<file path="config.mk">
export PLATFORM = sky130hd
export DESIGN_NAME = mfbf_queue
export DESIGN_NICKNAME = d
export VERILOG_FILES = /design/src/rtl/core/mfbf_pkg.sv /design/src/rtl/core/mfbf_queue.sv
export SDC_FILE = /design/constraint.sdc
export NUM_CORES = 1
export LEC_CHECK = 0
export BUFFER_PORTS_ARGS = -buffer_cell sky130_fd_sc_hd__buf_2
export CORE_ASPECT_RATIO = 0.9
export CORE_UTILIZATION = 63
export CTS_BUF_LIST = sky130_fd_sc_hd__clkbuf_4
export DETAILED_ROUTE_END_ITERATION = 6
export HOLD_SLACK_MARGIN = 0.02
export PLACE_DENSITY = 0.86
export SETUP_SLACK_MARGIN = 0.1
export SLEW_MARGIN = 15
export SYNTH_ARGS = -nofsm -noshare
export SYNTH_HDL_FRONTEND = slang
export SYNTH_SLANG_ARGS = --single-unit
export TNS_END_PERCENT = 1
</file>
<file path="constraint.sdc">
create_clock -name clock -period 2.65 [get_ports clock]
set_input_delay 0.265 -clock clock [delete_from_list [all_inputs] [get_ports clock]]
set_output_delay 0.265 -clock clock [all_outputs]
set_load 0.05 [all_outputs]
</file>
<file path="src/rtl/core/mfbf_pkg.sv">
// ----------------------------------------------------------------------------
// mfbf_pkg
// Shared sizes, codes and the queue entry type of the framebuffer flush core.
// ----------------------------------------------------------------------------
`default_nettype none

package mfbf_pkg;

   // Panel geometry and derived store sizes
   localparam int PanelWidth     = 128;
   localparam int PanelHeight    = 64;
   localparam int NumPages       = (PanelHeight + 7) / 8;
   localparam int StoreBytes     = PanelWidth * NumPages;
   localparam int StoreAddrWidth = $clog2(StoreBytes);
   localparam int CmdBytes       = 6;
   localparam int SeqLength      = CmdBytes + StoreBytes;
   localparam int PosWidth       = $clog2(SeqLength);
   localparam int QueueDepth     = 4;
   localparam int QueuePtrWidth  = $clog2(QueueDepth);

   // Input item kinds
   localparam logic [1:0] KindPixel = 2'd0;
   localparam logic [1:0] KindFlush = 2'd1;
   localparam logic [1:0] KindTick  = 2'd2;

   // Configuration register indexes
   localparam logic [1:0] CsrColumnCmd = 2'd0;
   localparam logic [1:0] CsrPageCmd   = 2'd1;

   // Reset values of the configuration registers
   localparam logic [7:0] ColumnCmdReset = 8'd33;
   localparam logic [7:0] PageCmdReset   = 8'd34;

   // Back-end operation codes
   typedef logic [1:0] op_type;
   localparam op_type OpPixel   = 2'd0;
   localparam op_type OpCommand = 2'd1;
   localparam op_type OpData    = 2'd2;

   // One unit of work handed from the front to the back
   typedef struct packed {
      op_type                    op;
      logic [StoreAddrWidth-1:0] addr;
      logic [2:0]                bit_sel;
      logic                      pixel_on;
      logic [7:0]                cmd_byte;
      logic                      last;
   } entry_type;

endpackage

`default_nettype wire

</file>
<file path="src/rtl/core/mfbf_queue.sv">
// ----------------------------------------------------------------------------
// mfbf_queue
// Short register FIFO of work entries between the front and the back.
// ----------------------------------------------------------------------------
`default_nettype none

module mfbf_queue (
   input  wire logic          clock,
   input  wire logic          reset,
   input  wire logic          push,
   input  wire mfbf_pkg::entry_type push_entry,
   input  wire logic          pop,
   output mfbf_pkg::entry_type head,
   output logic               empty,
   output logic               full
);
   import mfbf_pkg::*;

   entry_type                mem_ff [QueueDepth];
   logic [QueuePtrWidth-1:0] wr_ptr_ff;
   logic [QueuePtrWidth-1:0] rd_ptr_ff;
   logic [QueuePtrWidth:0]   count_ff;

   assign empty = (count_ff == '0);
   assign full  = (count_ff == (QueuePtrWidth+1)'(QueueDepth));
   assign head  = mem_ff[rd_ptr_ff];

   always_ff @(posedge clock) begin
      if (push) begin
         mem_ff[wr_ptr_ff] <= push_entry;
      end
   end

   always_ff @(posedge clock) begin
      if (reset) begin
         wr_ptr_ff <= '0;
         rd_ptr_ff <= '0;
         count_ff  <= '0;
      end else begin
         if (push) begin
            wr_ptr_ff <= wr_ptr_ff + QueuePtrWidth'(1);
         end
         if (pop) begin
            rd_ptr_ff <= rd_ptr_ff + QueuePtrWidth'(1);
         end
         if (push && !pop) begin
            count_ff <= count_ff + (QueuePtrWidth+1)'(1);
         end else if (pop && !push) begin
            count_ff <= count_ff - (QueuePtrWidth+1)'(1);
         end
      end
   end

endmodule

`default_nettype wire

</file>
==> results.sh <==
export IMPL_die_area_sq_um=6800
export IMPL_yosysWarningCount=0
export IMPL_crit_path_end="head[24]"
export IMPL_clockBufferDepth=2
export IMPL_hp_class="input port to flip-flop"
export IMPL_p_int_mw=2.56
export IMPL_combPwrFrac_pct=17.1
export IMPL_critPathCaptureType="output pin"
export IMPL_seq_area_frac_synth_pct=78.0
export IMPL_vias=1957
export IMPL_ctsRootBufferMaster="clkbuf_4"
export IMPL_setup_ws_ns=0.356
export IMPL_crit_arrival_ns=2.03
export IMPL_setup_viol=0
export IMPL_status="complete, no violations"
export IMPL_synthAdderAreaFrac_pct=2.02
export IMPL_synth_nets=210
export IMPL_totalPowerFinal_mw=3.50
export IMPL_power_switching_mw=0.938
export IMPL_die_width_um=86.8
export IMPL_final_cell_mix="edfxtp_1 (100), buf_2 (55), dlygate4sd3_1 (23), mux4_2 (20), buf_4 (10)"
export IMPL_clkSinkCount=109
export IMPL_viasPerCell=5.45
export IMPL_grt_setup_unrepaired="no"
export IMPL_drt_iter0_drc=149
export IMPL_dr_wl_met2_mm=3.56
export IMPL_min_period_over_period_pct=86.6
export IMPL_powerDensity_nw_per_um2=718
export IMPL_r2r_end="mem_ff[1][14]"
export IMPL_fp_row_count=27
export IMPL_finish_instance_area_sq_um=4870
export IMPL_ir_drop_mv=0.590
export IMPL_ios=56
export IMPL_synthSimpleGateAreaFrac_pct=1.81
export IMPL_wirelength_mm=6.67
export IMPL_final_common_cell="edfxtp_1"
export IMPL_place_area_sq_um=4470
export IMPL_slew_headroom_pct=72.3
export IMPL_wl_met1_mm=2.75
export IMPL_cts_tree="done"
export IMPL_clock_latency_ns=0.44
export IMPL_r2r_worst_path_cells=3
export IMPL_synth_compound_area_share_pct=0.245
export IMPL_grtUsageTotal_pct=21.7
export IMPL_grt_pass1_vias=2013
export IMPL_placedCellCount=320
export IMPL_synth_area_mux_share_pct=14.8
export IMPL_gp_congestion=0.720
export IMPL_tightestPinTransition_ns=0.415
export IMPL_core_sq_um=6180
export IMPL_tns_ns=0
export IMPL_final_util_pct=78.7
export IMPL_synth_area_sq_um=4080
export IMPL_hold_slack_ns=0.0577
export IMPL_critPathMaxFanout=17
export IMPL_synth_area_per_cell_sq_um=23.3
export IMPL_timing_fmax_ghz=0.436
export IMPL_nets=302
export IMPL_p_clk_share_pct=25.4
export IMPL_die_h_um=78.3
export IMPL_drive_above_1_share_pct=37.1
export IMPL_p_seq_share_pct=57.6
export IMPL_skew_ns=0.0119
export IMPL_rr_startpoint="wr_ptr_ff[0]"
export IMPL_met3_wirelength_um=256
export IMPL_top_layer="met4"
export IMPL_routedWlPerCell_um=18.6
export IMPL_worstPathRequired_ns=2.38
export IMPL_instances_no_fill=359
export IMPL_ant_nets=0
export IMPL_area_delta_synth_final_pct=19.3
export IMPL_gr_total_overflow=0
export IMPL_htree_levels=3
export IMPL_synth_xor_area_share_pct=1.07
export IMPL_synth_top_family_by_area="multiplexers"
export IMPL_drc=0
export IMPL_swShare_pct=26.8
export IMPL_leakage_nw=1.72
export IMPL_dp_hpwl_mm=4.53
export IMPL_dp_slack_ns=0.643
export IMPL_num_antenna_cells=0
export IMPL_critPathKind="flip-flop to output pin"
export IMPL_reg2reg_slack_ns=0.98
export IMPL_drv_cap=0
export IMPL_io_buffers=55
export IMPL_cp_start_kind="flip-flop"
export IMPL_ys_ff_latch=109
export IMPL_first_pass_iters=4
export IMPL_syn_inst=175
export IMPL_antenna_found_initial=0
export IMPL_hold_viol=0
export IMPL_synth_cell_types=23
export IMPL_initial_core_util_pct=66.0
export IMPL_min_period_ns=2.29
export IMPL_maxSlewViolCount=0
export IMPL_cts_setup_buffers=0
export IMPL_cts_buffers=9
export IMPL_grt_pass1_wl_mm=10.2
export IMPL_clk_pin_slew_ns=0.15
export IMPL_grt_max_degree=26
## per-layer routing
metal	vias to the layer above	global-route usage (%)
li1	900	-
met3	11	5.78
met1	989	27.1
met2	57	35.4
met4	0	10.7
met5	-	0
## worst max-delay path, stage by stage, from the launching register on
cell	delay, ns
dfxtp_4	0.57
buf_4	0.22
mux4_1	0.56
buf_2	0.23
## flip-flops by register name, indices dropped and copies added (netlist names), named ones only
name       flops
mem_ff       100
count_ff       3
rd_ptr_ff      2
wr_ptr_ff      2
## worst min path at each step
stage | start | end | slack (ns) | cells past startpoint
3_5_place_dp | push_entry[21] | mem_ff[1][21] | 0.48 | 1
5_1_grt | push_entry[13] | mem_ff[0][13] | 0.02 | 1
4_1_cts | push_entry[11] | mem_ff[0][11] | 0.02 | 1
2_1_floorplan | push_entry[0] | mem_ff[0][0] | 0.36 | 0
3_3_place_gp | push_entry[2] | mem_ff[3][2] | 0.48 | 1
6_report | push_entry[13] | mem_ff[0][13] | 0.06 | 1
## area by class of cell
cell class	instances	area (sq um)
Sequential cell	109	3190
Fill cell	326	1310
Multi-Input combinational cell	55	812
Timing Repair Buffer	88	581
Tap cell	87	109
Clock inverter	7	97.6
Clock buffer	9	67.6
Inverter	4	15.0
## power by group through the flow
stage          sequential (mW)  clock (mW)  combinational (mW)
4_1_cts                   2.02       0.911               0.599
2_1_floorplan             2.03           0               0.456
5_1_grt                   2.02       0.966               0.629
3_3_place_gp              2.05           0               0.559
6_report                  2.01       0.888               0.596
3_5_place_dp              2.06           0               0.572
## cells by family after synthesis
logic type                 count (synthesis)
muxes                                     27
xor gates and xnor gates                   5
buffers and inverters                     11
DFF                                      109
adders and majority gates                  6
AOI/OAI and AO/OA                          2
and+or+nand+nor                           15
## repair_timing
action                                  4_1_cts  5_1_grt
endpoints found under the setup margin        0       10
hold buffers                                 22        1
resized for setup                             0        1
endpoints found under the hold margin        81        1
## cells in the mapped netlist, drive strengths merged
cell	instances	share of area, %
or3	1	0.15
nand2	1	0.092
ha	5	1.5
nor3	1	0.12
xor2	3	0.64
edfxtp	100	74
nor3b	1	0.18
dfxtp	9	4.4
a21oi	1	0.12
inv	4	0.37
mux4	25	14
mux2i	2	0.49
clkbuf	2	0.21
nor2	7	0.64
o21ai	1	0.12
xnor2	2	0.43
buf	5	1.5
fa	1	0.49
and2	4	0.61
No activity file was read; power rests on OpenSTA's default activity.
