$ cat src/rtl/core/mfbf_pkg.sv
// ----------------------------------------------------------------------------
// mfbf_pkg
// Shared sizes, codes and the queue entry type of the framebuffer flush core.
// ----------------------------------------------------------------------------
`default_nettype none

package mfbf_pkg;

   // Panel geometry and derived store sizes
   localparam int PanelWidth     = 128;
   localparam int PanelHeight    = 64;
   localparam int NumPages       = (PanelHeight + 7) / 8;
   localparam int StoreBytes     = PanelWidth * NumPages;
   localparam int StoreAddrWidth = $clog2(StoreBytes);
   localparam int CmdBytes       = 6;
   localparam int SeqLength      = CmdBytes + StoreBytes;
   localparam int PosWidth       = $clog2(SeqLength);
   localparam int QueueDepth     = 4;
   localparam int QueuePtrWidth  = $clog2(QueueDepth);

   // Input item kinds
   localparam logic [1:0] KindPixel = 2'd0;
   localparam logic [1:0] KindFlush = 2'd1;
   localparam logic [1:0] KindTick  = 2'd2;

   // Configuration register indexes
   localparam logic [1:0] CsrColumnCmd = 2'd0;
   localparam logic [1:0] CsrPageCmd   = 2'd1;

   // Reset values of the configuration registers
   localparam logic [7:0] ColumnCmdReset = 8'd33;
   localparam logic [7:0] PageCmdReset   = 8'd34;

   // Back-end operation codes
   typedef logic [1:0] op_type;
   localparam op_type OpPixel   = 2'd0;
   localparam op_type OpCommand = 2'd1;
   localparam op_type OpData    = 2'd2;

   // One unit of work handed from the front to the back
   typedef struct packed {
      op_type                    op;
      logic [StoreAddrWidth-1:0] addr;
      logic [2:0]                bit_sel;
      logic                      pixel_on;
      logic [7:0]                cmd_byte;
      logic                      last;
   } entry_type;

endpackage

`default_nettype wire

$ cat src/rtl/core/mfbf_front.sv
// ----------------------------------------------------------------------------
// mfbf_front
// Accepts input items, holds the command registers and the flush sequencer,
// and turns each item into at most one queue entry.
// ----------------------------------------------------------------------------
`default_nettype none

module mfbf_front (
   input  wire logic              clock,
   input  wire logic              reset,
   input  wire logic              req_valid,
   output logic                   req_ready,
   input  wire logic [1:0]        req_kind,
   input  wire logic signed [8:0] req_pixel_x,
   input  wire logic signed [7:0] req_pixel_y,
   input  wire logic              req_pixel_on,
   input  wire logic              csr_valid,
   output logic                   csr_ready,
   input  wire logic [1:0]        csr_index,
   input  wire logic [7:0]        csr_data,
   input  wire logic              store_ready,
   input  wire logic              queue_full,
   output logic                   push,
   output mfbf_pkg::entry_type    push_entry
);
   import mfbf_pkg::*;

   logic [7:0]          column_cmd_ff;
   logic [7:0]          page_cmd_ff;
   logic                flushing_ff;
   logic                flushing_in;
   logic [PosWidth-1:0] pos_ff;
   logic [PosWidth-1:0] pos_in;

   logic                accept;
   logic                x_ok;
   logic                y_ok;
   logic [31:0]         pix_addr_wide;
   logic [PosWidth-1:0] data_pos;
   logic                seq_last;
   logic [7:0]          cmd_byte;

   assign csr_ready = 1'b1;
   assign req_ready = store_ready && !queue_full;
   assign accept    = req_valid && req_ready;

   always_ff @(posedge clock) begin
      if (reset) begin
         column_cmd_ff <= ColumnCmdReset;
         page_cmd_ff   <= PageCmdReset;
      end else if (csr_valid) begin
         if (csr_index == CsrColumnCmd) begin
            column_cmd_ff <= csr_data;
         end
         if (csr_index == CsrPageCmd) begin
            page_cmd_ff <= csr_data;
         end
      end
   end

   // Pixel range check and page-layout address
   assign x_ok = !req_pixel_x[8] && ({1'b0, req_pixel_x[7:0]} < 9'(PanelWidth));
   assign y_ok = !req_pixel_y[7] && ({1'b0, req_pixel_y[6:0]} < 8'(PanelHeight));
   assign pix_addr_wide = 32'(PanelWidth) * 32'(req_pixel_y[6:3]) + 32'(req_pixel_x[7:0]);

   assign data_pos = pos_ff - PosWidth'(CmdBytes);
   assign seq_last = (pos_ff == PosWidth'(SeqLength - 1));

   always_comb begin
      unique case (pos_ff)
         PosWidth'(0): cmd_byte = column_cmd_ff;
         PosWidth'(1): cmd_byte = 8'd0;
         PosWidth'(2): cmd_byte = 8'(PanelWidth - 1);
         PosWidth'(3): cmd_byte = page_cmd_ff;
         PosWidth'(4): cmd_byte = 8'd0;
         default:      cmd_byte = 8'd7;
      endcase
   end

   always_comb begin
      push                = 1'b0;
      flushing_in         = flushing_ff;
      pos_in              = pos_ff;
      push_entry.op       = OpPixel;
      push_entry.addr     = pix_addr_wide[StoreAddrWidth-1:0];
      push_entry.bit_sel  = req_pixel_y[2:0];
      push_entry.pixel_on = req_pixel_on;
      push_entry.cmd_byte = cmd_byte;
      push_entry.last     = seq_last;
      if (accept) begin
         case (req_kind)
            KindPixel: begin
               push = x_ok && y_ok;
            end
            KindFlush: begin
               flushing_in = 1'b1;
               pos_in      = '0;
            end
            KindTick: begin
               if (flushing_ff) begin
                  push = 1'b1;
                  if (pos_ff < PosWidth'(CmdBytes)) begin
                     push_entry.op = OpCommand;
                  end else begin
                     push_entry.op   = OpData;
                     push_entry.addr = data_pos[StoreAddrWidth-1:0];
                  end
                  // advance, or end the flush on its final byte
                  if (seq_last) begin
                     flushing_in = 1'b0;
                     pos_in      = '0;
                  end else begin
                     pos_in = pos_ff + PosWidth'(1);
                  end
               end
            end
            default: begin
            end
         endcase
      end
   end

   always_ff @(posedge clock) begin
      if (reset) begin
         flushing_ff <= 1'b0;
         pos_ff      <= '0;
      end else begin
         flushing_ff <= flushing_in;
         pos_ff      <= pos_in;
      end
   end

endmodule

`default_nettype wire

$ cat config.mk
export PLATFORM = sky130hd
export DESIGN_NAME = mfbf_front
export DESIGN_NICKNAME = d
export VERILOG_FILES = /design/src/rtl/core/mfbf_pkg.sv /design/src/rtl/core/mfbf_front.sv
export SDC_FILE = /design/constraint.sdc
export NUM_CORES = 1
export LEC_CHECK = 0
export BUFFER_PORTS_ARGS = -buffer_cell sky130_fd_sc_hd__buf_4
export CAP_MARGIN = 20
export CORE_MARGIN = 5
export CORE_UTILIZATION = 50
export DETAILED_ROUTE_END_ITERATION = 6
export PLACE_DENSITY = 0.85
export SETUP_SLACK_MARGIN = 0.1
export SYNTH_ARGS = -nofsm -noshare
export SYNTH_HDL_FRONTEND = slang
export SYNTH_SLANG_ARGS = --single-unit
$ cat constraint.sdc
create_clock -name clock -period 2.2 [get_ports clock]
set_input_delay 0.33 -clock clock [delete_from_list [all_inputs] [get_ports clock]]
set_output_delay 0.33 -clock clock [all_outputs]
set_load 0.01 [all_outputs]
==> impl_metrics.ini, run 1 <==
[floorplanning]
core-area_sq_um = 3610
die_y_microns = 70.6
design.die.area_sq_um = 4980
pin_count = 64
start_util_pct = 50.9
fp.dieW_microns = 70.6
row_count = 22

[global_routing]
grtUsageTotal_pct = 20.1
grt-ovfl-total = 0
grt_max_degree = 20
grt_pass1_vias = 1776
grt_antenna_before_repair = 0
grt_pass1_wl_mm = 8.23

[clock_tree]
htreeDepth = 1
cts_tree = done
clkTransAtPathRegs_ns = 0.10
cts_buffer_depth = 2
clkLatencyLatePin_ns = 0.28
cts.sinks = 28
numCtsBuffers = 3
clockRootBuffer = clkbuf_8

[drt]
top_layer = met4
postRouteAntennaNets = 0
m1WireLength_mm = 2.04
met2RoutedLength_mm = 2.52
route.met3.wl_microns = 326
vias = 1820
dr.pass1.iters = 4
drc = 0
drt-total-wl_mm = 4.99
post_drt_wl_per_cell_microns = 15.2
via_per_inst = 5.55
drt_iter0_drc = 123

[sta]
hold_ws_ns = 0.260
fmax_mhz = 449
relSlewSlack_pct = 59.6
finalMaxSlewViolations = 0
setup_viol = 8
finClkSkew_ns = 0.00232
min_period_ns = 2.23
final_hold_viol_count = 0
tns_ns = -0.100
fin_crit_sh_pct = 101
setup_ws_ns = -0.0283
worst_pin_slew_ns = 0.600
rsz0062_at_grt = true

[setup_path]
required_ns = 1.87
crit_chain = buf_6 > or4_4 > nor4_4 > xnor2_1 > mux2i_1 > buf_4
worstPathArrival_ns = 1.90
slowest_stage = or4_4
end_kind = primary output
max_stage_delay_ns = 0.54
worstSetupPathType = flip-flop to primary output
crit_fanout = 2
startpoint_type = flip-flop

[pwr]
pwr-share-seq_pct = 47.1
worst_ir_drop_vdd_mv = 0.383
swShare_pct = 22.7
cellPowerDensity_nw_per_um2 = 434
p_int_mw = 0.867
finalPower_mw = 1.12
p_comb_share_pct = 16.4
p_leak_nw = 1.16
clock_power_share_pct = 36.6
switchingPower_mw = 0.254

[outcome]
outcome = complete, but fails checks
violations = setup timing

[synthesis]
syn_area_per_cell_sq_um = 8.34
seq_area_frac_synth_pct = 30.5
ys_warn_count = 0
ys.flop_type = dfxtp_1
ys_types = 40
syn_nets = 266
synth_edf_count = 0
synth-seq-cells = 28
synth_cells = 220
synth_area_sq_um = 1840
async_flop_share_pct = 0

[place]
placed_cell_area_sq_um = 2320
place_congestion = 0.899
numPortBuffers = 54
place_inst = 316
place_ws_ns = 0.161
dp_hpwl_mm = 3.68

[cells_and_area]
diodes = 0
layout-drive-gt1-share_pct = 42.5
fillCellCount = 270
instances_no_fill = 328
nets = 327
fin_area_sq_um = 2580
areaGrowthSynthToFinish_pct = 40.7
utilization_pct = 71.6

[hold_path]
hp-class = input port to flip-flop

[flow_run]
maxCapViolations = 0
## metal layers
layer | track usage, % | up-vias
li1 | - | 885
met4 | 7.31 | 0
met2 | 35.8 | 64
met1 | 23.9 | 861
met3 | 3.84 | 10
met5 | 0 | -
## area by class of cell
cell class                 count  area [sq um]  area share (%)
sequential                    28           568            22.0
clock inverter                 1          30.0            1.16
multi-input combinational    161          1240            47.9
clock buffer                   3          41.3            1.60
timing repair buffer          76           606            23.4
tap                           48          60.1            2.33
inverter                      11          41.3            1.60
## registers in the layout, indices dropped and copies added, names as in the netlist
name,count
flushing_ff,1
column_cmd_ff,8
page_cmd_ff,8
pos_ff,11
## cells in the mapped netlist, types with 3 or more instances
cell / count / area [sq um]
nor4_1: 6 / 37.5
a211o_1: 4 / 35.0
clkbuf_1: 9 / 33.8
nor2b_1: 3 / 18.8
a221oi_1: 4 / 35.0
o21ai_0: 5 / 25.0
a22oi_1: 4 / 30.0
nand3_1: 6 / 30.0
or4_1: 5 / 37.5
nor2_1: 31 / 116
mux2i_1: 13 / 130
mux2_2: 8 / 90.1
inv_1: 11 / 41.3
nand3b_1: 3 / 22.5
xnor2_1: 13 / 114
nor3_1: 4 / 20.0
a21oi_1: 8 / 40.0
nand2_1: 10 / 37.5
buf_1: 3 / 11.3
ha_1: 10 / 125
nand4_1: 3 / 18.8
dfxtp_1: 28 / 561
buf_4: 7 / 52.6
## power groups by stage
| stage | clock network (mW) | logic, mW | registers (mW) |
|---|---|---|---|
| 2_1_floorplan | 0 | 0.0913 | 0.536 |
| 3_3_place_gp | 0 | 0.170 | 0.538 |
| 3_5_place_dp | 0 | 0.175 | 0.539 |
| 4_1_cts | 0.416 | 0.178 | 0.527 |
| 5_1_grt | 0.440 | 0.200 | 0.529 |
| 6_report | 0.410 | 0.183 | 0.527 |
## cell families after synthesis
group | synth area share [%]
compound gates | 11.9
xor+xnor | 7.16
fa+ha+maj | 6.82
buf+inv | 7.84
flops | 30.5
mux | 12.7
other cells | 0.204
simple gates | 22.8
## cells in the final DEF (no fill, tap or decap), types with 4 or more instances in the layout
master,n
mux2_2,7
a211o_1,4
buf_4,69
dfxtp_1,22
buf_6,6
nor4_1,4
nand3_1,6
a21oi_1,6
nand2_1,9
a221oi_1,4
a22oi_1,4
nor2_1,28
ha_1,7
dfxtp_2,6
inv_1,11
mux2i_1,13
xnor2_1,13
## path summary, 6_finish.rpt
kind / depth (start not counted) / slack, ns / end / startpoint
worst max-delay path: 6 / -0.03 / push_entry[22] / pos_ff[7]
worst min-delay path: 2 / 0.26 / column_cmd_ff[5] / csr_data[5]
worst max register to register: 6 / 0.15 / pos_ff[7] / pos_ff[7]
worst min register to register: 1 / 0.50 / page_cmd_ff[1] / page_cmd_ff[1]
## critical path: cells and delay by family (launching register included)
family	cells	cell delay [ns]
flip-flops	1	0.34
buffers and inverters	2	0.26
multiplexers	1	0.09
AND/OR/NAND/NOR	2	0.78
XOR/XNOR	1	0.16
## repair_timing
action / CTS / global route
buffers inserted: 8 / 0
pin swaps: 10 / 6
gates cloned: 0 / 0
setup endpoints to repair: 18 / 29
gates resized for setup: 28 / 11
hold buffers: 0 / 0
(Power assumes the default switching activity.)
==> run 2, diff against run 1 <==
--- a/config.mk
+++ b/config.mk
@@ -11,7 +11,7 @@
 export CORE_UTILIZATION = 50
 export DETAILED_ROUTE_END_ITERATION = 6
 export PLACE_DENSITY = 0.85
-export SETUP_SLACK_MARGIN = 0.1
+export SETUP_SLACK_MARGIN = 0.02
 export SYNTH_ARGS = -nofsm -noshare
 export SYNTH_HDL_FRONTEND = slang
 export SYNTH_SLANG_ARGS = --single-unit
==> impl_metrics.ini, run 2 (synthesis results as in run 1) <==
[outcome]
outcome = complete, but fails checks
violations = setup timing

[sta]
finClkSkew_ns = 0.00278
fin_crit_sh_pct = 101
rsz0062_at_grt = true
worst_pin_slew_ns = 0.599
min_period_ns = 2.23
fmax_mhz = 448
setup_ws_ns = -0.0301
finalMaxSlewViolations = 0
setup_viol = 9
relSlewSlack_pct = 59.7
final_hold_viol_count = 0

[global_routing]
grt_antenna_before_repair = 0
grt_pass1_vias = 1761
grt_pass1_wl_mm = 8.19
grt-ovfl-total = 0
grtUsageTotal_pct = 20.0
grt_max_degree = 20

[clock_tree]
cts.sinks = 28
numCtsBuffers = 3
cts_tree = done
clkTransAtPathRegs_ns = 0.09
clkLatencyLatePin_ns = 0.28
cts_buffer_depth = 2
clockRootBuffer = clkbuf_8
htreeDepth = 1
holdBufCountCts = 0

[hold_path]
min_delay_path_depth = 2
hp-class = input port to flip-flop
worstHoldStart = csr_data[5]
min_to = column_cmd_ff[5]

[setup_path]
r2r-end = pos_ff[7]
r2r_start = pos_ff[7]
slowest_stage = or4_4
worst-r2r-cell-count = 6
max_stage_delay_ns = 0.54
rrSetupSlack_ns = 0.10
worstSetupPathType = flip-flop to primary output
worstPathArrival_ns = 1.90
startpoint_type = flip-flop
crit_chain = buf_6 > or4_4 > nor4_4 > xnor2_1 > mux2i_1 > buf_4
end_kind = primary output
required_ns = 1.87
crit_fanout = 2

[floorplanning]
core-area_sq_um = 3610
pin_count = 64
start_util_pct = 50.9
fp.dieW_microns = 70.6
row_count = 22
design.die.area_sq_um = 4980
die_y_microns = 70.6

[pwr]
worst_ir_drop_vdd_mv = 0.387
cellPowerDensity_nw_per_um2 = 435
p_leak_nw = 1.18

[cells_and_area]
regMostFlops = pos_ff
nets = 327
layout_common_cells = buf_4 (68), nor2_1 (26), dfxtp_1 (22)
utilization_pct = 71.5
diodes = 0
fin_area_sq_um = 2580
areaGrowthSynthToFinish_pct = 40.5
layout_commonest_cell = buf_4
layout-drive-gt1-share_pct = 41.8
largest_reg_flops = 11
top_regs = pos_ff x11, column_cmd_ff x8, page_cmd_ff x8

[drt]
drt_iter0_drc = 111
dr.pass1.iters = 4
via_per_inst = 5.49
drt-total-wl_mm = 5.01
postRouteAntennaNets = 0
vias = 1800
post_drt_wl_per_cell_microns = 15.3
drc = 0

[place]
numPortBuffers = 54
dp_hpwl_mm = 3.68
place_congestion = 0.899
placed_cell_area_sq_um = 2320

[flow_run]
maxCapViolations = 0
-- run 2: area by class of cell --
type	instances	area [sq um]
clock inverters	1	30.0
clock buffers	3	41.3
flip-flops and latches	28	568
well taps	48	60.1
fillers	271	1030
inverters	11	41.3
repair buffers	76	609
multi-input cells	161	1230
-- run 2: power by group --
group	leakage (nW)	switching [mW]	internal (mW)
clock	0.0357	0.163	0.244
combinational	0.910	0.0805	0.107
sequential	0.230	0.00847	0.519
-- run 2: repair_timing --
| item | 4_1_cts | 5_1_grt |
|---|---|---|
| buffers inserted | 8 | 0 |
| resized for setup | 21 | 18 |
| gates cloned | 0 | 0 |
| endpoints found under the setup margin | 17 | 17 |
| pin swaps | 6 | 7 |
-- run 2: worst max-delay path: cells and delay by family, from the launching register on --
family        cells  cell delay, ns
xor+xnor          1            0.15
buf+inv           2            0.26
flops             1            0.34
mux               1            0.09
simple gates      2            0.79
-- run 2: per-stage QoR --
| stage | instances | TNS [ns] | power, mW | hold WS, ns | setup WS (ns) |
|---|---|---|---|---|---|
| 5_1_grt | 328 | -1.87 | 1.17 | 0.257 | -0.152 |
| 4_1_cts | 328 | -0.0302 | 1.12 | 0.255 | -0.0128 |
| 3_3_place_gp | 316 | 0 | 0.709 | 0.463 | 0.161 |
| 6_report | 328 | -0.164 | 1.12 | 0.259 | -0.0301 |
| 3_5_place_dp | 316 | 0 | 0.714 | 0.477 | 0.161 |
| 2_1_floorplan | 220 | 0 | 0.627 | 0.435 | 0.136 |
-- run 2: metal layers --
metal	GRT usage, %	vias to the layer above	part of all wire, %
met2	36.5	60	51
met5	0	-	0
met4	6.26	0	1.5
met3	3.55	6	6.3
li1	-	888	-
met1	23.7	846	41
-- run 2: worst max path at each step --
| stage | startpoint | end | slack, ns | depth (start not counted) |
|---|---|---|---|---|
| floorplan | pos_ff[4] | push_entry[1] | 0.14 | 6 |
| global placement | pos_ff[4] | pos_ff[0] | 0.16 | 5 |
| detailed placement | pos_ff[4] | push_entry[1] | 0.16 | 5 |
| CTS | pos_ff[5] | push_entry[22] | -0.01 | 6 |
| global route | pos_ff[4] | push_entry[3] | -0.15 | 5 |
| finish | pos_ff[7] | push_entry[22] | -0.03 | 6 |
